### src/hdl/gsrl_pkg.sv
// gsrl_pkg: shared types, constants and hydraulic pairing for the gimbal slew rate limiter
// no dependencies; imported by gimbal_slew_rate_limiter
`timescale 1ns / 1ps
`default_nettype none

package gsrl_pkg;

  localparam int NUM_ENGINES = 3;
  localparam int MAX_ENGINES = 3;

  localparam int ANGLE_W  = 13;
  localparam int PRESS_W  = 12;
  localparam int RATE_W   = 16;
  localparam int LIMIT_W  = 12;
  localparam int TIME_W   = 10;
  localparam int CFG_W    = 16;
  localparam int CFG_IDX_W = 2;
  localparam int PROD_W   = TIME_W + RATE_W;

  typedef logic signed [ANGLE_W-1:0] angle_t;
  typedef logic [PRESS_W-1:0]        press_t;
  typedef logic [LIMIT_W-1:0]        limit_t;
  typedef logic [PROD_W-1:0]         prod_t;

  // opcodes
  localparam logic OP_CMD  = 1'b0;
  localparam logic OP_TICK = 1'b1;

  // register indexes
  localparam logic [CFG_IDX_W-1:0] REG_PRESS_THR = 2'd0;
  localparam logic [CFG_IDX_W-1:0] REG_SLEW_RATE = 2'd1;
  localparam logic [CFG_IDX_W-1:0] REG_PITCH_LIM = 2'd2;
  localparam logic [CFG_IDX_W-1:0] REG_YAW_LIM   = 2'd3;

  // reset values
  localparam logic [PRESS_W-1:0] PRESS_THR_RST = 12'd1500;
  localparam logic [RATE_W-1:0]  SLEW_RATE_RST = 16'd3840;
  localparam logic [LIMIT_W-1:0] PITCH_LIM_RST = 12'd2688;
  localparam logic [LIMIT_W-1:0] YAW_LIM_RST   = 12'd2176;

  // hydraulic system pairing per engine, entry 0 is the center engine
  localparam logic [MAX_ENGINES-1:0][1:0] PITCH_PRI = {2'd2, 2'd1, 2'd0};
  localparam logic [MAX_ENGINES-1:0][1:0] PITCH_SEC = {2'd1, 2'd0, 2'd2};
  localparam logic [MAX_ENGINES-1:0][1:0] YAW_PRI   = {2'd1, 2'd0, 2'd2};
  localparam logic [MAX_ENGINES-1:0][1:0] YAW_SEC   = {2'd2, 2'd1, 2'd0};

endpackage

`default_nettype wire

### src/hdl/gimbal_slew_rate_limiter.sv
// gimbal_slew_rate_limiter: six actuator slew rate limiter with position clamp
// depends on gsrl_pkg
// an input transaction passes through the input register and then the result register
// throughput: one transaction per cycle; a waiting result stalls the input once both registers are full
// the tick product is one 10x16 multiply shared by all six actuators in the single stage
// reset (synchronous, active low): positions and goals zero, config registers at defaults
`timescale 1ns / 1ps
`default_nettype none

module gimbal_slew_rate_limiter (
  input  wire logic                      clk,
  input  wire logic                      rst_n,
  // configuration
  input  wire logic                      cfg_we,
  input  wire logic [1:0]                cfg_index,
  input  wire logic [15:0]               cfg_wdata,
  // input channel
  input  wire logic                      in_valid,
  output logic                           in_ready,
  input  wire logic                      in_opcode,
  input  wire logic [1:0]                in_engine,
  input  wire gsrl_pkg::angle_t          in_pitch_target,
  input  wire gsrl_pkg::angle_t          in_yaw_target,
  input  wire gsrl_pkg::press_t          in_press_1,
  input  wire gsrl_pkg::press_t          in_press_2,
  input  wire gsrl_pkg::press_t          in_press_3,
  input  wire logic [9:0]                in_tick_time,
  // result channel
  output logic                           out_valid,
  input  wire logic                      out_ready,
  output gsrl_pkg::angle_t               out_center_pitch,
  output gsrl_pkg::angle_t               out_center_yaw,
  output gsrl_pkg::angle_t               out_left_pitch,
  output gsrl_pkg::angle_t               out_left_yaw,
  output gsrl_pkg::angle_t               out_right_pitch,
  output gsrl_pkg::angle_t               out_right_yaw
);

  import gsrl_pkg::*;

  // configuration registers
  logic [PRESS_W-1:0] press_thr_r;
  logic [RATE_W-1:0]  slew_rate_r;
  limit_t             pitch_lim_r;
  limit_t             yaw_lim_r;

  always_ff @(posedge clk) begin
    if (!rst_n) begin
      press_thr_r <= PRESS_THR_RST;
      slew_rate_r <= SLEW_RATE_RST;
      pitch_lim_r <= PITCH_LIM_RST;
      yaw_lim_r   <= YAW_LIM_RST;
    end else if (cfg_we) begin
      unique case (cfg_index)
        REG_PRESS_THR: press_thr_r <= cfg_wdata[PRESS_W-1:0];
        REG_SLEW_RATE: slew_rate_r <= cfg_wdata[RATE_W-1:0];
        REG_PITCH_LIM: pitch_lim_r <= cfg_wdata[LIMIT_W-1:0];
        REG_YAW_LIM:   yaw_lim_r   <= cfg_wdata[LIMIT_W-1:0];
        default: ;
      endcase
    end
  end

  // input register
  logic               in_vld_r;
  logic               op_r;
  logic [1:0]         eng_r;
  angle_t             ptgt_r;
  angle_t             ytgt_r;
  press_t             p1_r;
  press_t             p2_r;
  press_t             p3_r;
  logic [TIME_W-1:0]  tick_r;
  logic               adv;

  assign adv      = in_vld_r && (!out_valid || out_ready);
  assign in_ready = !in_vld_r || adv;

  always_ff @(posedge clk) begin
    if (!rst_n) begin
      in_vld_r <= 1'b0;
    end else if (in_ready) begin
      in_vld_r <= in_valid;
    end
  end

  always_ff @(posedge clk) begin
    if (in_valid && in_ready) begin
      op_r   <= in_opcode;
      eng_r  <= in_engine;
      ptgt_r <= in_pitch_target;
      ytgt_r <= in_yaw_target;
      p1_r   <= in_press_1;
      p2_r   <= in_press_2;
      p3_r   <= in_press_3;
      tick_r <= in_tick_time;
    end
  end

  // one actuator: jump to goal within a step, else one truncated step, then clamp; an unpowered actuator holds
  function automatic angle_t slew_one(angle_t cur, angle_t goal, logic pwr,
                                      prod_t prod, limit_t limit);
    logic signed [ANGLE_W:0]   diff;
    logic [ANGLE_W-1:0]        mag;
    logic                      jump;
    logic [RATE_W-1:0]         step;
    logic signed [RATE_W+1:0]  mv;
    logic signed [RATE_W+1:0]  lim;
    diff = (ANGLE_W+1)'(goal) - (ANGLE_W+1)'(cur);
    mag  = diff[ANGLE_W] ? ANGLE_W'(-diff) : ANGLE_W'(diff);
    jump = {{(PROD_W-ANGLE_W-10){1'b0}}, mag, 10'b0} < prod;
    step = prod[PROD_W-1:10];
    if (jump) begin
      mv = (RATE_W+2)'(goal);
    end else if (diff > 0) begin
      mv = (RATE_W+2)'(cur) + signed'({2'b00, step});
    end else if (diff < 0) begin
      mv = (RATE_W+2)'(cur) - signed'({2'b00, step});
    end else begin
      mv = (RATE_W+2)'(cur);
    end
    lim = signed'({{(RATE_W+2-LIMIT_W){1'b0}}, limit});
    if (mv > lim) mv = lim;
    if (mv < -lim) mv = -lim;
    return pwr ? ANGLE_W'(mv) : cur;
  endfunction

  // actuator state
  angle_t ppos_r [NUM_ENGINES];
  angle_t ypos_r [NUM_ENGINES];
  angle_t pgoal_r [NUM_ENGINES];
  angle_t ygoal_r [NUM_ENGINES];
  angle_t ppos_nxt [NUM_ENGINES];
  angle_t ypos_nxt [NUM_ENGINES];

  prod_t      prod;
  logic [2:0] ok;

  assign prod = PROD_W'(tick_r) * PROD_W'(slew_rate_r);
  assign ok   = {p3_r >= press_thr_r, p2_r >= press_thr_r, p1_r >= press_thr_r};

  for (genvar e = 0; e < NUM_ENGINES; e++) begin : g_eng
    logic ppwr;
    logic ypwr;
    assign ppwr = ok[PITCH_PRI[e]] | ok[PITCH_SEC[e]];
    assign ypwr = ok[YAW_PRI[e]] | ok[YAW_SEC[e]];

    always_comb begin
      ppos_nxt[e] = ppos_r[e];
      ypos_nxt[e] = ypos_r[e];
      if (op_r == OP_TICK) begin
        ppos_nxt[e] = slew_one(ppos_r[e], pgoal_r[e], ppwr, prod, pitch_lim_r);
        ypos_nxt[e] = slew_one(ypos_r[e], ygoal_r[e], ypwr, prod, yaw_lim_r);
      end
    end

    always_ff @(posedge clk) begin
      if (!rst_n) begin
        ppos_r[e]  <= '0;
        ypos_r[e]  <= '0;
        pgoal_r[e] <= '0;
        ygoal_r[e] <= '0;
      end else if (adv) begin
        ppos_r[e] <= ppos_nxt[e];
        ypos_r[e] <= ypos_nxt[e];
        // engine index three never matches a built engine
        if (op_r == OP_CMD && eng_r == 2'(e)) begin
          pgoal_r[e] <= ptgt_r;
          ygoal_r[e] <= ytgt_r;
        end
      end
    end
  end

  // result register, unbuilt engines read zero
  angle_t res_p [MAX_ENGINES];
  angle_t res_y [MAX_ENGINES];
  logic   out_vld_r;
  angle_t outp_r [MAX_ENGINES];
  angle_t outy_r [MAX_ENGINES];

  for (genvar e = 0; e < MAX_ENGINES; e++) begin : g_res
    if (e < NUM_ENGINES) begin : g_built
      assign res_p[e] = ppos_nxt[e];
      assign res_y[e] = ypos_nxt[e];
    end else begin : g_none
      assign res_p[e] = '0;
      assign res_y[e] = '0;
    end

    always_ff @(posedge clk) begin
      if (adv) begin
        outp_r[e] <= res_p[e];
        outy_r[e] <= res_y[e];
      end
    end
  end

  always_ff @(posedge clk) begin
    if (!rst_n) begin
      out_vld_r <= 1'b0;
    end else if (adv) begin
      out_vld_r <= 1'b1;
    end else if (out_ready) begin
      out_vld_r <= 1'b0;
    end
  end

  assign out_valid        = out_vld_r;
  assign out_center_pitch = outp_r[0];
  assign out_center_yaw   = outy_r[0];
  assign out_left_pitch   = outp_r[1];
  assign out_left_yaw     = outy_r[1];
  assign out_right_pitch  = outp_r[2];
  assign out_right_yaw    = outy_r[2];

  // a transaction leaving the input register always lands in the result register
  a_adv_fills_out: assert property (@(posedge clk) disable iff (!rst_n)
    adv |=> out_vld_r)
    else $error("result register not loaded after advance");

  // a command never moves the center engine position
  a_cmd_keeps_pos: assert property (@(posedge clk) disable iff (!rst_n)
    (adv && op_r == OP_CMD) |=> ($stable(ppos_r[0]) && $stable(ypos_r[0])))
    else $error("position changed on a command transaction");

  // a tick never changes the center engine goal
  a_tick_keeps_goal: assert property (@(posedge clk) disable iff (!rst_n)
    (adv && op_r == OP_TICK) |=> ($stable(pgoal_r[0]) && $stable(ygoal_r[0])))
    else $error("goal changed on a tick transaction");

  // a full input register only takes a new transaction while draining
  a_no_overwrite: assert property (@(posedge clk) disable iff (!rst_n)
    (in_valid && in_ready && in_vld_r) |-> adv)
    else $error("input register overwritten");

  // result drained with nothing behind it empties the result register
  a_out_drain: assert property (@(posedge clk) disable iff (!rst_n)
    (out_vld_r && out_ready && !adv) |=> !out_vld_r)
    else $error("result register did not empty");

endmodule

`default_nettype wire

### config.mk
export PLATFORM = sky130hd
export DESIGN_NAME = gimbal_slew_rate_limiter
export DESIGN_NICKNAME = d
export VERILOG_FILES = /design/src/hdl/gsrl_pkg.sv /design/src/hdl/gimbal_slew_rate_limiter.sv
export SDC_FILE = /design/constraint.sdc
export NUM_CORES = 2
export LEC_CHECK = 0
export BUFFER_PORTS_ARGS = -buffer_cell sky130_fd_sc_hd__buf_2
export CAP_MARGIN = 15
export CORE_MARGIN = 3
export CORE_UTILIZATION = 29
export CTS_BUF_LIST = sky130_fd_sc_hd__clkbuf_4
export DETAILED_ROUTE_END_ITERATION = 10
export SKIP_LAST_GASP = 1
export SYNTH_ARGS = -nofsm -noshare
export SYNTH_HDL_FRONTEND = slang
export SYNTH_SLANG_ARGS = --single-unit
### constraint.sdc
create_clock -name clk -period 14.74 [get_ports clk]
set_input_delay 1.474 -clock clk [delete_from_list [all_inputs] [get_ports clk]]
set_output_delay 1.474 -clock clk [all_outputs]
set_load 0.005 [all_outputs]
==> impl_metrics.ini <==
[critical_path]
end_kind = flop
arrival_ns = 14.89
r2r-end = outp_r[0][14]
start_kind = flop
timing.rr.start = slew_rate_r[5]
regToRegSetupSlack_ns = 0.65
cp_max_fo = 19
crit_top_cell = a21oi_1
criticalPathCategory = flop to flop
reg2regPathDepth = 55
worst_ep_required_time_ns = 15.55
cp_slowest_cell = o31ai_4
cpPeakStageDelay_ns = 0.70

[final_layout]
fin_nets = 6471
layout-drive-gt1-share = 0.125
syn_to_final_growth_pct = 11.4
layout_common_cells = 633 x ha_1, 528 x nand2_1, 412 x inv_1
fin_util = 0.327
mostFrequentLayoutCell = ha_1

[placement]
dpl.hpwl_mm = 149
gp_congestion = 0.988
place_ws_ns = 0.521
portBuffers = 177

[synthesis]
synth_top_area_frac = 0.201
netlist_area_sq_mm = 0.0461
async_reset_ff_frac = 0
synth_nets = 6265
ys_ff_latch = 363
syn_inst = 5406
synth_edf_count = 309
synth_area_per_cell_sq_um = 8.52
netlist_top_cells_area = edfxtp_1 20%, ha_1 17%, fa_1 5.6%, nand2_1 4.3%, a21oi_1 3.9%
ys_dominant_reg_cell = edfxtp_1
yosysWarningCount = 0
yosysUniqueCellTypes = 126
synth_seq_area_share = 0.225
yosys.area.top_type = edfxtp_1

[grt]
antenna_found_initial = 32
grt_max_degree = 63
grt_pass1_vias = 41700
gr-total-overflow = 0
grt_usage = 0.228
grt_pass1_wl_mm = 279

[drt]
routedWlPerCell_um = 24.9
drt_wl_total_mm = 193
route.vias.total = 44100
drt_iter0_markers = 4544
drt-pass1-iter-count = 8
drcViolationCount = 0
postRouteAntennaNets = 0
via_per_inst = 5.68

[timing]
finalHoldViolCount = 0
slew_violations = 0
tightest_slew_ns = 1.22
fin_ws_ns = 0.655
fmax_mhz = 71.0
rsz0062_at_grt = false
tns_ns = 0
fin_crit_ns = 14.09
fin_worst_skew_ns = 0.167
slew_headroom = 0.178
setup_viol = 0
finalCritPeriodShare = 0.956

[floorplan]
core_sq_mm = 0.157
dieArea_sq_mm = 0.164
rows = 145
die_w_um = 405
ios = 178
start_util = 0.293
chipHeight_um = 405

[outcome]
status = complete, no violations

[clock_network]
cts_root_buf = clkbuf_4
clockBufferDepth = 3
cts_tree = yes
cts_hold_buffers = 0
path_clk_slew_ns = 0.06
cts-buffers-inserted = 104
clkLatencyLatePin_ns = 1.16
clock-sinks = 363
htree_levels = 3

[run]
cap_violations = 0

[hold_path]
holdPathStages = 2
holdCritStartpoint = press_thr_r[11]
hp-class = flop to flop
min_to = press_thr_r[11]
[stage by stage]
stage	area (sq um)	std cells	hold slack, ns
after floorplan	46100	5406	0.442
after global placement	49800	7540	0.456
after detailed placement	49800	7541	0.459
after CTS	51100	7727	0.373
after global routing	51300	7751	0.463
final	51300	7763	0.465
[state kept, by name (all words and copies together) (netlist names), 13 cells and up]
signal / cells
outp_r: 39
outy_r: 39
pgoal_r: 39
ppos_r: 39
ygoal_r: 39
ypos_r: 39
slew_rate_r: 16
ptgt_r: 13
ytgt_r: 13
[what timing repair did]
action,4_1_cts,5_1_grt
setup buffers,0,19
setup endpoints to repair,0,64
gates resized for setup,0,10
hold endpoints to repair,0,0
[cell families (layout without fill, tap and decap cells)]
group	Yosys count	in the layout	synth area share
flops	363	363	0.225
mux	124	124	0.0292
other cells	0	13	0
fa+ha+maj	761	761	0.228
simple gates	1751	1751	0.192
xor+xnor	172	172	0.0332
compound gates	1582	1582	0.239
buf+inv	653	939	0.0552
[Yosys cell counts (all sizes together) (89+ instances only)]
master    n
ha      633
edfxtp  309
and2    213
nand2   532
xnor2   122
a21o    157
nor2    354
o21ai   306
inv     415
fa      128
clkbuf  191
nor3     89
a21oi   366
[layout make-up]
cell class | instances | area (sq um)
fillers | 16600 | 106000
multi-input cells | 4390 | 33300
flip-flops and latches | 363 | 10400
well taps | 2058 | 2570
repair buffers | 338 | 2190
inverters | 415 | 1560
clock buffers | 144 | 1080
clock inverters | 42 | 190
diodes | 13 | 32.5
[how the worst max path moves through the flow]
stage                              start       endpoint  slack, ns  cells after the start
after floorplan                tick_r[3]   ppos_r[0][4]       1.04                     65
after global placement         tick_r[9]   outy_r[0][8]       0.83                     60
after detailed placement       tick_r[3]   ppos_r[0][9]       0.52                     54
after CTS                      tick_r[3]   ppos_r[0][9]       0.43                     54
after global routing           tick_r[9]   outy_r[0][3]       0.02                     60
final                     slew_rate_r[5]  outp_r[0][14]       0.65                     55
[critical path: cells and delay by family, from the launching register on]
kind / cells / cell delay [ns]
compound gates: 28 / 6.42
simple gates: 10 / 1.20
buf+inv: 7 / 1.20
fa+ha+maj: 9 / 3.96
mux: 1 / 0.38
flops: 1 / 0.56
[metal layers]
layer,GRT usage,wire [um],up-vias
li1,-,-,20300
met1,0.302,81600,21300
met2,0.358,84700,2103
met3,0.0408,16700,418
met4,0.112,10200,8
met5,0,54,-
Power is not shown: default switching activity piles up to over one toggle a cycle in this logic, so the estimate is an artifact.
